$ cat config.mk
export PLATFORM = sky130hd
export DESIGN_NAME = quadrature_dual_counter_registers_core
export DESIGN_NICKNAME = d
export VERILOG_FILES = /design/src/rtl/qdcr_pkg.sv /design/src/rtl/quadrature_dual_counter_registers_core.sv
export VERILOG_INCLUDE_DIRS = /design/src /design/src/rtl
export SDC_FILE = /design/constraint.sdc
export NUM_CORES = 1
export LEC_CHECK = 0
export BUFFER_PORTS_ARGS = -buffer_cell sky130_fd_sc_hd__buf_2
export CAP_MARGIN = 15
export CORE_UTILIZATION = 50
export DETAILED_ROUTE_END_ITERATION = 8
export HOLD_SLACK_MARGIN = 0.05
export PLACE_DENSITY = 0.71
export SLEW_MARGIN = 20
export SYNTH_ARGS = -nofsm -noshare
export SYNTH_HDL_FRONTEND = slang
export SYNTH_SLANG_ARGS = --single-unit
$ cat constraint.sdc
create_clock -name clk_i -period 4.1 [get_ports clk_i]
set_input_delay 0.615 -clock clk_i [delete_from_list [all_inputs] [get_ports clk_i]]
set_output_delay 0.615 -clock clk_i [all_outputs]
set_load 0.01 [all_outputs]
$ cat src/rtl/quadrature_dual_counter_registers_core_defines.svh
// Assertion macros for the RTL of the quadrature counter block.
// The asserting module provides clk_i and rst_ni.
`ifndef QUADRATURE_DUAL_COUNTER_REGISTERS_CORE_DEFINES_SVH
`define QUADRATURE_DUAL_COUNTER_REGISTERS_CORE_DEFINES_SVH

// Same-cycle implication
`define QDCR_ASSERT_IMP(name, ante, cons) \
  name: assert property (@(posedge clk_i) disable iff (!rst_ni) (ante) |-> (cons)) \
    else $error("assertion failed: same-cycle check");

// Next-cycle implication
`define QDCR_ASSERT_NXT(name, ante, cons) \
  name: assert property (@(posedge clk_i) disable iff (!rst_ni) (ante) |=> (cons)) \
    else $error("assertion failed: next-cycle check");

`endif

$ cat src/rtl/qdcr_pkg.sv
`timescale 1ns / 1ps
`default_nettype none

package qdcr_pkg;

  localparam int unsigned CntW  = 16;
  localparam int unsigned HistW = 2;

  // Bus command codes
  localparam logic [7:0] CMD_RESET      = 8'd1;
  localparam logic [7:0] CMD_CENTER     = 8'd2;
  localparam logic [7:0] CMD_READ_POS   = 8'd10;
  localparam logic [7:0] CMD_READ_DELTA = 8'd11;

  localparam logic [CntW-1:0] CENTER_VALUE = 16'd32767;
  localparam logic [HistW-1:0] HIST_RESET  = 2'd3;

  // Input word, packed as on the slave tdata (highest field first)
  typedef struct packed {
    logic [4:0] pad;
    logic [7:0] channel;
    logic [7:0] command;
    logic       switch_high;
    logic [1:0] encoder_ab;
  } in_word_t;

  // Quadrature transition table: index {old_ab, new_ab}, two's complement step
  function automatic logic [CntW-1:0] step_lookup(input logic [3:0] idx);
    logic [CntW-1:0] step;
    case (idx)
      4'd1, 4'd7, 4'd8, 4'd14: step = '1;
      4'd2, 4'd4, 4'd11, 4'd13: step = 16'd1;
      default:                  step = '0;
    endcase
    return step;
  endfunction

endpackage

`default_nettype wire

$ cat src/rtl/quadrature_dual_counter_registers_core.sv
`timescale 1ns / 1ps
`default_nettype none

`include "quadrature_dual_counter_registers_core_defines.svh"

// Two-bank quadrature encoder counter with a small command port. Each input
// word is either a pin event (tuser = 0) or a bus command (tuser = 1). One
// word is accepted per clock unless the slave side stalls; a word is held in
// an input register and applied to the counters from there, and a read
// result is then held in the output register until the master side takes it.
// The slave side stalls only while the input register holds a read command
// and the output register still holds an untaken result.
module quadrature_dual_counter_registers_core (
  input  wire logic        clk_i,
  input  wire logic        rst_ni,
  // slave side
  input  wire logic        s_axis_tvalid,
  output logic             s_axis_tready,
  // tdata: [1:0] encoder_ab, [2] switch_high, [10:3] command, [18:11] channel,
  //        [23:19] zero fill
  input  wire logic [23:0] s_axis_tdata,
  // tuser: [0] mode
  input  wire logic        s_axis_tuser,
  // master side
  output logic             m_axis_tvalid,
  input  wire logic        m_axis_tready,
  // tdata: [15:0] read_data
  output logic [15:0]      m_axis_tdata
);

  localparam int unsigned CntW  = qdcr_pkg::CntW;
  localparam int unsigned HistW = qdcr_pkg::HistW;

  // Input register
  logic               in_valid_q, in_valid_d;
  logic               in_mode_q;
  qdcr_pkg::in_word_t in_word_q;

  // Counter state
  logic [HistW-1:0] hist_q [2];
  logic [HistW-1:0] hist_d [2];
  logic [CntW-1:0]  pos_q  [2];
  logic [CntW-1:0]  pos_d  [2];
  logic [CntW-1:0]  delta_q [2];
  logic [CntW-1:0]  delta_d [2];

  // Output register
  logic            out_valid_q, out_valid_d;
  logic [CntW-1:0] out_data_q, out_data_d;

  logic            is_read;
  logic            out_free;
  logic            fire;
  logic            s_fire;
  logic            bank;
  logic [3:0]      step_idx;
  logic [CntW-1:0] step;

  // Bank and read decode for the word in the input register
  assign bank = in_mode_q ? (in_word_q.channel != 8'd0) : ~in_word_q.switch_high;
  assign is_read = in_mode_q && ((in_word_q.command == qdcr_pkg::CMD_READ_POS) ||
                                 (in_word_q.command == qdcr_pkg::CMD_READ_DELTA));
  assign out_free = !out_valid_q || m_axis_tready;
  assign fire     = in_valid_q && (!is_read || out_free);
  assign s_axis_tready = !in_valid_q || fire;
  assign s_fire        = s_axis_tvalid && s_axis_tready;

  assign step_idx = {hist_q[bank], in_word_q.encoder_ab};
  assign step     = qdcr_pkg::step_lookup(step_idx);

  // Counter update and result
  always_comb begin
    hist_d      = hist_q;
    pos_d       = pos_q;
    delta_d     = delta_q;
    out_data_d  = out_data_q;
    out_valid_d = out_valid_q && !m_axis_tready;
    if (fire) begin
      if (!in_mode_q) begin
        hist_d[bank]  = in_word_q.encoder_ab;
        pos_d[bank]   = pos_q[bank] + step;
        delta_d[bank] = delta_q[bank] + step;
      end else begin
        unique case (in_word_q.command)
          qdcr_pkg::CMD_RESET: begin
            pos_d[bank]   = '0;
            delta_d[bank] = '0;
          end
          qdcr_pkg::CMD_CENTER: begin
            pos_d[bank]   = qdcr_pkg::CENTER_VALUE;
            delta_d[bank] = '0;
          end
          qdcr_pkg::CMD_READ_POS: begin
            out_data_d  = pos_q[bank];
            out_valid_d = 1'b1;
          end
          qdcr_pkg::CMD_READ_DELTA: begin
            out_data_d    = delta_q[bank];
            out_valid_d   = 1'b1;
            delta_d[bank] = '0;
          end
          default: begin
          end
        endcase
      end
    end
  end

  assign in_valid_d = s_fire || (in_valid_q && !fire);

  // Control and counter state
  always_ff @(posedge clk_i or negedge rst_ni) begin
    if (!rst_ni) begin
      in_valid_q  <= 1'b0;
      out_valid_q <= 1'b0;
      hist_q[0]   <= qdcr_pkg::HIST_RESET;
      hist_q[1]   <= qdcr_pkg::HIST_RESET;
      pos_q[0]    <= '0;
      pos_q[1]    <= '0;
      delta_q[0]  <= '0;
      delta_q[1]  <= '0;
    end else begin
      in_valid_q  <= in_valid_d;
      out_valid_q <= out_valid_d;
      hist_q      <= hist_d;
      pos_q       <= pos_d;
      delta_q     <= delta_d;
    end
  end

  // Payload registers
  always_ff @(posedge clk_i) begin
    if (s_fire) begin
      in_mode_q <= s_axis_tuser;
      in_word_q <= s_axis_tdata;
    end
    out_data_q <= out_data_d;
  end

  assign m_axis_tvalid = out_valid_q;
  assign m_axis_tdata  = out_data_q;

  // New result only from an applied read command
  `QDCR_ASSERT_NXT(a_result_from_read, !(fire && is_read) && m_axis_tready, !m_axis_tvalid)
  // Read delta leaves the selected bank's delta at zero
  `QDCR_ASSERT_NXT(a_delta_clear_b0,
                   fire && in_mode_q && !bank && in_word_q.command == qdcr_pkg::CMD_READ_DELTA,
                   delta_q[0] == '0)
  `QDCR_ASSERT_NXT(a_delta_clear_b1,
                   fire && in_mode_q && bank && in_word_q.command == qdcr_pkg::CMD_READ_DELTA,
                   delta_q[1] == '0)
  // Stall only while a read waits on a full output register
  `QDCR_ASSERT_IMP(a_stall_reason, !s_axis_tready,
                   in_valid_q && is_read && out_valid_q && !m_axis_tready)

endmodule

`default_nettype wire
==> impl_metrics.yaml <==
setup_path:
  timing.rr.start: "in_word_q[12]"
  worstPathCellList: "nor4_4 > a31oi_4 > mux2_4 > a221oi_4 > or2_4 > inv_6 > ha_1 > a21o_1 > a311o_1 > o22a_1 > a311o_1 > a21o_1 > a32o_1"
  arrival_ps: 4160
  cp_slowest_cell: "edfxtp_1"
  r2r_end: "delta_q[31]"
  worstSetupPathType: "reg -> reg"
  endpoint_kind: "flop"
  r2r_setup_slack_ps: 190
  crit_path_start_kind: "flop"
  cp_slowest_stage_delay_ps: 410
  cp_top_family: "compound AO/OA/AOI/OAI gates"
  crit_path_max_fanout: 18
  critPathBufInv: 1
  required_ps: 4350
  rr_worst_depth: 13
grt:
  grt_pass1_vias: 5315
  grt_max_degree: 35
  grt_pass1_wl_um: 26400
  track_usage_pct: 25.8
  grt_overflow: 0
  antenna_found_initial: 0
routing:
  routed_wl_um: 16100
  vias_per_cell: 5.89
  firstDrtPassIters: 7
  route.detailed.drc: 0
  ant_nets: 0
  wl_per_cell_um: 17.8
  drtIter0Drc: 419
  num_vias: 5322
cells_and_area:
  multi_input_area_um2: 3580
  final_cells: 904
  utilization_pct: 59.4
  area_growth_pct: 15.1
  diodes: 0
  final_area_um2: 7530
  nFillCells: 1053
  register_area_um2: 2840
  layout.nets: 790
  final_layout_size_suffix_gt1_share_pct: 18.6
placement:
  dp.cells: 886
  dpl-instance-area_um2: 7120
  hpwlAfterDp_um: 11500
  finalWeightedCongestion: 0.917
  io_buffers: 41
clocking:
  clock-sinks: 106
  cts_buffer_depth: 2
  cts_hold_buf: 0
  clk_pin_slew_worst_paths_ps: 70
  cts_buffers: 9
  ctsRootBufferMaster: "clkbuf_16"
  cts_tree: "yes"
  htree_num_levels: 3
  clkLatencyLatePin_ps: 360
floorplanning:
  die_area_um2: 13500
  coreArea_um2: 12700
  die_w_um: 116
  io_pins: 47
  die_y_um: 116
  initial_core_util_pct: 51.6
  num_rows: 41
timing:
  setup_viol: 0
  worstMarginPinSlew_ps: 1070
  holdWs_ps: 335
  hold_viol_final: 0
  period_needed_ps: 3910
  clock_skew_ps: 4.26
  slew_viol_final: 0
  fin_crit_sh_pct: 95.4
  slew_headroom_pct: 28.4
  fmax_mhz: 256
yosys:
  synth_ff_type: "dfrtp_1"
  syn_area_um2: 6540
  yosysTopAreaCellShare_pct: 25.3
  seq_area_frac_synth_pct: 43.4
  yosys.area.top_type: "dfrtp_1"
  yosys.cell_types.count: 73
  synth-edff-count: 36
  synth_top_cells_by_area: "dfrtp_1, edfxtp_1, ha_1"
  synth_common_cells: "nand2_1, nor2_1, dfrtp_1"
  syn_inst: 664
  ys_warn_count: 0
  synth_nets: 727
  synth_most_common_cell: "nand2_1"
  syn_area_per_cell_um2: 9.85
  synthArstFlopShare_pct: 66.0
  synth_seq_cells: 106
job:
  maxCapViolCount: 0
pwr:
  vdd_drop_max_mv: 0.288
  leakage_nw: 3.39
  power_density_nw_per_um2: 736
hold_path:
  worstHoldPathType: "in -> async"
status:
  outcome: "finished clean"
[cell usage in the layout, fill, tap and decap left out, drive strengths merged, types with 4 or more instances in the layout]
cell | netlist | routed
mux2i | 21 | 21
a21o | 12 | 12
edfxtp | 36 | 36
nor3 | 11 | 11
dfrtp | 66 | 66
or3 | 9 | 9
o21ai | 20 | 20
and2 | 9 | 9
inv | 23 | 23
dfstp | 4 | 4
xnor2 | 22 | 22
xor2 | 9 | 9
buf | 11 | 79
o21a | 6 | 6
a21boi | 4 | 4
o22ai | 8 | 8
o211ai | 6 | 6
a211oi | 4 | 4
nand3 | 15 | 15
a311oi | 4 | 4
nand2 | 84 | 84
a22o | 26 | 26
mux2 | 14 | 14
ha | 34 | 34
nand3b | 4 | 4
clkbuf | 16 | 10
a21oi | 45 | 45
nand2b | 8 | 8
o2111ai | 4 | 4
a32o | 4 | 4
nor4 | 4 | 4
a31oi | 4 | 4
nor2 | 69 | 69
o211a | 5 | 5
[report_power, final]
group | switching [W] | internal (W)
Clock | 0.000378 | 0.000531
Combinational | 0.00170 | 0.00132
Sequential | 0.000180 | 0.00143
Total | 0.00226 | 0.00328
[layout make-up]
cell class | count | share of cell area [%]
clock buffers | 10 | 3.04
inverters | 23 | 1.21
well taps | 172 | 2.86
repair buffers | 79 | 6.52
clock inverters | 6 | 1.08
flip-flops and latches | 106 | 37.7
multi-input cells | 508 | 47.6
[worst max path at each step]
stage,from,endpoint,slack (ps),cells past startpoint
finish,in_word_q[12],delta_q[31],190,13
floorplan,in_word_q[15],flop,10,16
global route,in_word_q[12],flop,-4,13
global placement,in_word_q[15],flop,70,14
CTS,in_word_q[15],flop,-8,14
detailed placement,in_word_q[15],flop,20,14
[repair_timing]
action	in CTS	in global routing
gates resized for setup	0	13
setup buffers	0	2
setup endpoints to repair	1	18
pin swaps	0	9
cloned	0	0
[kinds of logic after synthesis]
logic type	synth area share, %
simple gates	16.3
compound gates	20.6
flops	43.4
buf+inv	3.31
mux	5.68
fa+ha+maj	6.51
xor+xnor	4.15
[per-layer routing]
| metal | vias up | share of wire (%) | GRT usage, % |
|---|---|---|---|
| met3 | 33 | 4.5 | 3.89 |
| met1 | 2554 | 43 | 31.7 |
| met5 | - | 0 | 0 |
| met2 | 174 | 50 | 44.4 |
| met4 | 0 | 2.7 | 12.6 |
| li1 | 2561 | - | - |
[metrics by stage]
stage	setup TNS, ps	worst slack [ps]	total power [W]
after floorplan	0	11.7	0.00379
after detailed placement	0	20.4	0.00449
after global routing	-4.06	-4.06	0.00594
after global placement	0	66.4	0.00435
after CTS	-8.00	-8.00	0.00543
final	0	189	0.00554
Power figures use the tool's default switching activity.
